===== config.mk =====
export PLATFORM = sky130hd
export DESIGN_NAME = llmb_mac
export DESIGN_NICKNAME = d
export VERILOG_FILES = /design/src/rtl/core/llmb_pkg.sv /design/src/rtl/core/llmb_mac.sv
export SDC_FILE = /design/constraint.sdc
export NUM_CORES = 1
export LEC_CHECK = 0
export BUFFER_PORTS_ARGS = -buffer_cell sky130_fd_sc_hd__buf_4
export CORE_ASPECT_RATIO = 0.5
export CORE_MARGIN = 3
export CORE_UTILIZATION = 70
export CTS_BUF_LIST = sky130_fd_sc_hd__clkbuf_8
export DETAILED_ROUTE_END_ITERATION = 12
export PLACE_DENSITY = 0.95
export SLEW_MARGIN = 5
export SYNTH_ARGS = -nofsm -noshare
export SYNTH_HDL_FRONTEND = slang
export SYNTH_SLANG_ARGS = --single-unit

===== constraint.sdc =====
create_clock -name clk -period 9.8 [get_ports clk]
set_clock_uncertainty 0.05 [all_clocks]
set_input_delay 0.98 -clock clk [delete_from_list [all_inputs] [get_ports clk]]
set_output_delay 0.98 -clock clk [all_outputs]
set_load 0.02 [all_outputs]

===== src/rtl/core/llmb_pkg.sv =====
// shared constants, codes and types of the fully connected layer core
package llmb_pkg;

  localparam int MAX_ROWS  = 16;
  localparam int MAX_INNER = 16;
  localparam int MAX_OUT   = 16;

  localparam int IN_DEPTH = MAX_ROWS * MAX_INNER;
  localparam int W_DEPTH  = MAX_OUT * MAX_INNER;
  localparam int IN_AW    = $clog2(IN_DEPTH);
  localparam int W_AW     = $clog2(W_DEPTH);
  localparam int B_AW     = $clog2(MAX_OUT);

  localparam int CNT_W    = 5;
  localparam int CFG_AW   = 2;
  localparam int CFG_DW   = 5;
  localparam int ELEM_W   = 16;
  localparam int PROD_W   = 32;
  localparam int ACC_W    = 40;

  typedef enum logic [1:0] {
    CMD_LOAD_IN   = 2'd0,
    CMD_LOAD_W    = 2'd1,
    CMD_LOAD_BIAS = 2'd2,
    CMD_COMPUTE   = 2'd3
  } cmd_t;

  typedef enum logic [CFG_AW-1:0] {
    CFG_NUM_ROWS    = 2'd0,
    CFG_INNER_LEN   = 2'd1,
    CFG_OUT_LEN     = 2'd2,
    CFG_BIAS_ENABLE = 2'd3
  } cfg_idx_t;

  typedef enum logic [1:0] {
    ST_IDLE,
    ST_MAC,
    ST_FIN
  } state_t;

  typedef struct packed {
    logic clr;
    logic vld;
  } mac_ctrl_t;

endpackage


===== src/rtl/core/llmb_mac.sv =====
// multiply-accumulate unit with registered product and 40-bit accumulator
module llmb_mac
  import llmb_pkg::*;
(
  input  logic                     clk,
  input  logic                     rst,
  input  mac_ctrl_t                ctrl,
  input  logic signed [ELEM_W-1:0] a,
  input  logic signed [ELEM_W-1:0] b,
  output logic signed [ACC_W-1:0]  acc,
  output logic                     busy
);

  logic                     prod_v;
  logic signed [PROD_W-1:0] prod;

  always_ff @(posedge clk) begin
    prod <= a * b;
    if (rst) begin
      prod_v <= 1'b0;
      acc    <= '0;
    end else begin
      prod_v <= ctrl.vld;
      if (ctrl.clr) begin
        acc <= '0;
      end else if (prod_v) begin
        acc <= acc + {{(ACC_W-PROD_W){prod[PROD_W-1]}}, prod};
      end
    end
  end

  assign busy = prod_v;

endmodule

==> impl_metrics.py <==
metrics = {
    "sta": {
        "fin_crit_sh_pct": 69.1,
        "fmax_ghz": 0.148,
        "finalHoldViolations": 0,
        "min_period_ns": 6.78,
        "setup_tns_ns": 0,
        "drv_slew": 0,
        "rsz0062_at_grt": "false",
        "timing.slew.headroom_pct": 30.3,
        "timing.final.ws_setup_ns": 3.02,
        "setup_viol": 0,
        "tightest_slew_ns": 1.04,
    },
    "global_routing": {
        "grt.total_usage_pct": 33.9,
        "antenna_found_initial": 0,
        "grt_max_degree": 46,
        "grt_pass1_vias": 12000,
        "grt_pass1_wl_mm": 58.0,
        "globalRouteOverflowTotal": 0,
    },
    "worst_setup_path": {
        "critPathMaxStageDelay_ns": 0.55,
        "endpoint_kind": "register",
        "crit_family": "adder cells",
        "crit_chain": "buf_4 -> and2_1 -> fa_1 -> inv_1 -> fa_1 -> fa_1 -> inv_1 -> fa_1 -> fa_1 -> inv_1 -> fa_1 -> inv_1 -> ha_1 -> a21o_1 -> a21oi_1 -> o221ai_1 -> a21oi_1 -> o31ai_1 -> a41oi_1 -> o2111ai_1 -> a21oi_1 -> xnor2_1",
        "crit_fanout": 16,
        "slowest_stage": "fa_1",
        "path_buf_inv": 5,
        "required_ns": 10.05,
        "crit_type": "primary input to register",
        "cp.arrival_ns": 7.03,
        "cp_common_cell": "fa_1",
        "startpoint_type": "primary input",
    },
    "placed_design": {
        "dpl_worst_slack_ns": 2.72,
        "gp_congestion": 0.955,
        "hpwl_mm": 28.9,
        "numPortBuffers": 76,
    },
    "clocking": {
        "cts_setup_buffers": 0,
        "root_buffer": "clkbuf_8",
        "clk_pin_slew_worst_paths_ns": 0.09,
        "clk_path_buf_depth": 2,
        "cts.hold.buffers_added": 0,
        "numCtsBuffers": 9,
        "cts_tree": "yes",
        "ctsHtreeMaxLevel": 3,
        "cts.sink_count": 73,
        "cts-resized-gates": 0,
        "clock_latency_ns": 0.38,
    },
    "die": {
        "die_h_um": 106,
        "core-area_mm2": 0.0189,
        "pin_count": 77,
        "rows": 35,
        "die-area_mm2": 0.0217,
        "initial_utilization_pct": 73.4,
        "die_w_um": 205,
    },
    "outcome": {
        "status": "complete, no violations",
    },
    "yosys": {
        "syn_inst": 1531,
        "syn_avg_cell_area_um2": 9.07,
        "ys_ff_latch": 73,
        "netlist.top_cell.by_area": "fa_1",
        "yosysSeqAreaShare_pct": 10.5,
        "yosys_warnings": 0,
        "yosysMostFrequentCell": "inv_1",
        "synth_edf_count": 0,
        "synthDistinctLibCells": 69,
        "synth_common_cells": "inv_1, fa_1, nand2_1, and2_1, ha_1",
        "synth_top_cell_area_share_pct": 37.9,
        "syn_nets": 1951,
        "synth_ff_type": "dfxtp_1",
        "syn-cell-area_mm2": 0.0139,
        "synth_area_leaders": "fa_1, ha_1, dfxtp_1",
        "async_flop_share_pct": 0,
    },
    "finish": {
        "syn_to_final_growth_pct": 6.43,
        "nets": 1990,
        "postLayoutCoreUtil_pct": 78.2,
        "fillers": 1178,
        "seqCellArea_mm2": 0.00146,
        "antenna_cells": 0,
        "multi_input_area_mm2": 0.0111,
        "drive_above_1_share_pct": 7.25,
    },
    "route": {
        "dr.pass1.iters": 8,
        "drtAntennaViolNets": 0,
        "routedWlPerCell_um": 19.4,
        "totalWireLength_mm": 35.6,
        "drcViolationCount": 0,
        "drt_iter0_markers": 1263,
        "vias": 11200,
        "drt-vias-per-instance": 6.11,
    },
    "min_path": {
        "hold_class": "register to register",
    },
    "run": {
        "drv_cap": 0,
    },
}
-- stage by stage --
step	std cells	hold slack, ns	cell area, um2
2_1_floorplan	1531	0.501	13900
3_3_place_gp	1818	0.438	14600
3_5_place_dp	1818	0.450	14600
4_1_cts	1832	0.462	14800
5_1_grt	1832	0.485	14800
6_report	1832	0.463	14800
-- cell type report --
type	instances	area share, %
clock buffer	11	1.02
clock inverter	3	0.440
inverter	300	7.62
multi-input combinational	1109	74.9
sequential	73	9.88
tap	259	2.19
timing repair buffer	77	3.91
-- layout by cell type (no fill, tap or decap), types with 18 or more instances in the layout --
cell | synthesis | routed
o21ai_0 | 33 | 33
fa_1 | 263 | 263
buf_4 | 0 | 77
xnor2_1 | 44 | 44
nor2_1 | 64 | 64
a21o_1 | 23 | 23
xor2_1 | 20 | 20
ha_1 | 121 | 121
nand2_1 | 164 | 164
inv_1 | 300 | 300
dfxtp_1 | 73 | 73
nand3_1 | 18 | 18
mux2i_1 | 21 | 21
a21oi_1 | 63 | 63
and2_1 | 126 | 126
-- tightest hold or removal path, stage by stage, from the launching register on --
cell and delay (ns):
dfxtp_1 0.34, nand2_1 0.07, o22ai_1 0.07
-- worst paths after layout --
path | startpoint | to | slack, ns | depth (start not counted)
worst min-delay path | acc[32] | acc[32] | 0.46 | 2
worst max register to register | acc[0] | acc[26] | 6.56 | 12
worst max-delay path | b[4] | prod[30] | 3.02 | 22
worst min register to register | acc[32] | acc[32] | 0.46 | 2
-- per-layer routing --
layer | up-vias | GRT usage, % | wire, um
li1 | 4862 | - | -
met1 | 5484 | 44.1 | 13600
met2 | 675 | 56.6 | 17000
met3 | 167 | 6.08 | 3390
met4 | 0 | 13.7 | 1540
met5 | - | 0 | 0
-- registers in the layout (all words and copies together), names as in the netlist --
name  cells
acc      40
prod     32
busy      1
-- cells by family (layout without fill, tap and decap cells) --
kind of cell | after synthesis | in the layout | synth area share [%]
AO/OA/AOI/OAI | 205 | 205 | 9.90
XOR/XNOR | 64 | 64 | 4.03
adder cells (fa/ha/maj) | 384 | 384 | 48.8
buffers and inverters | 349 | 391 | 9.73
flip-flops | 73 | 73 | 10.5
multiplexers | 21 | 21 | 1.51
AND/OR/NAND/NOR | 435 | 435 | 15.5
Power is left out: the tool's default activity adds up to more than one toggle a clock period on the data nets, which glitch-free logic cannot reach.
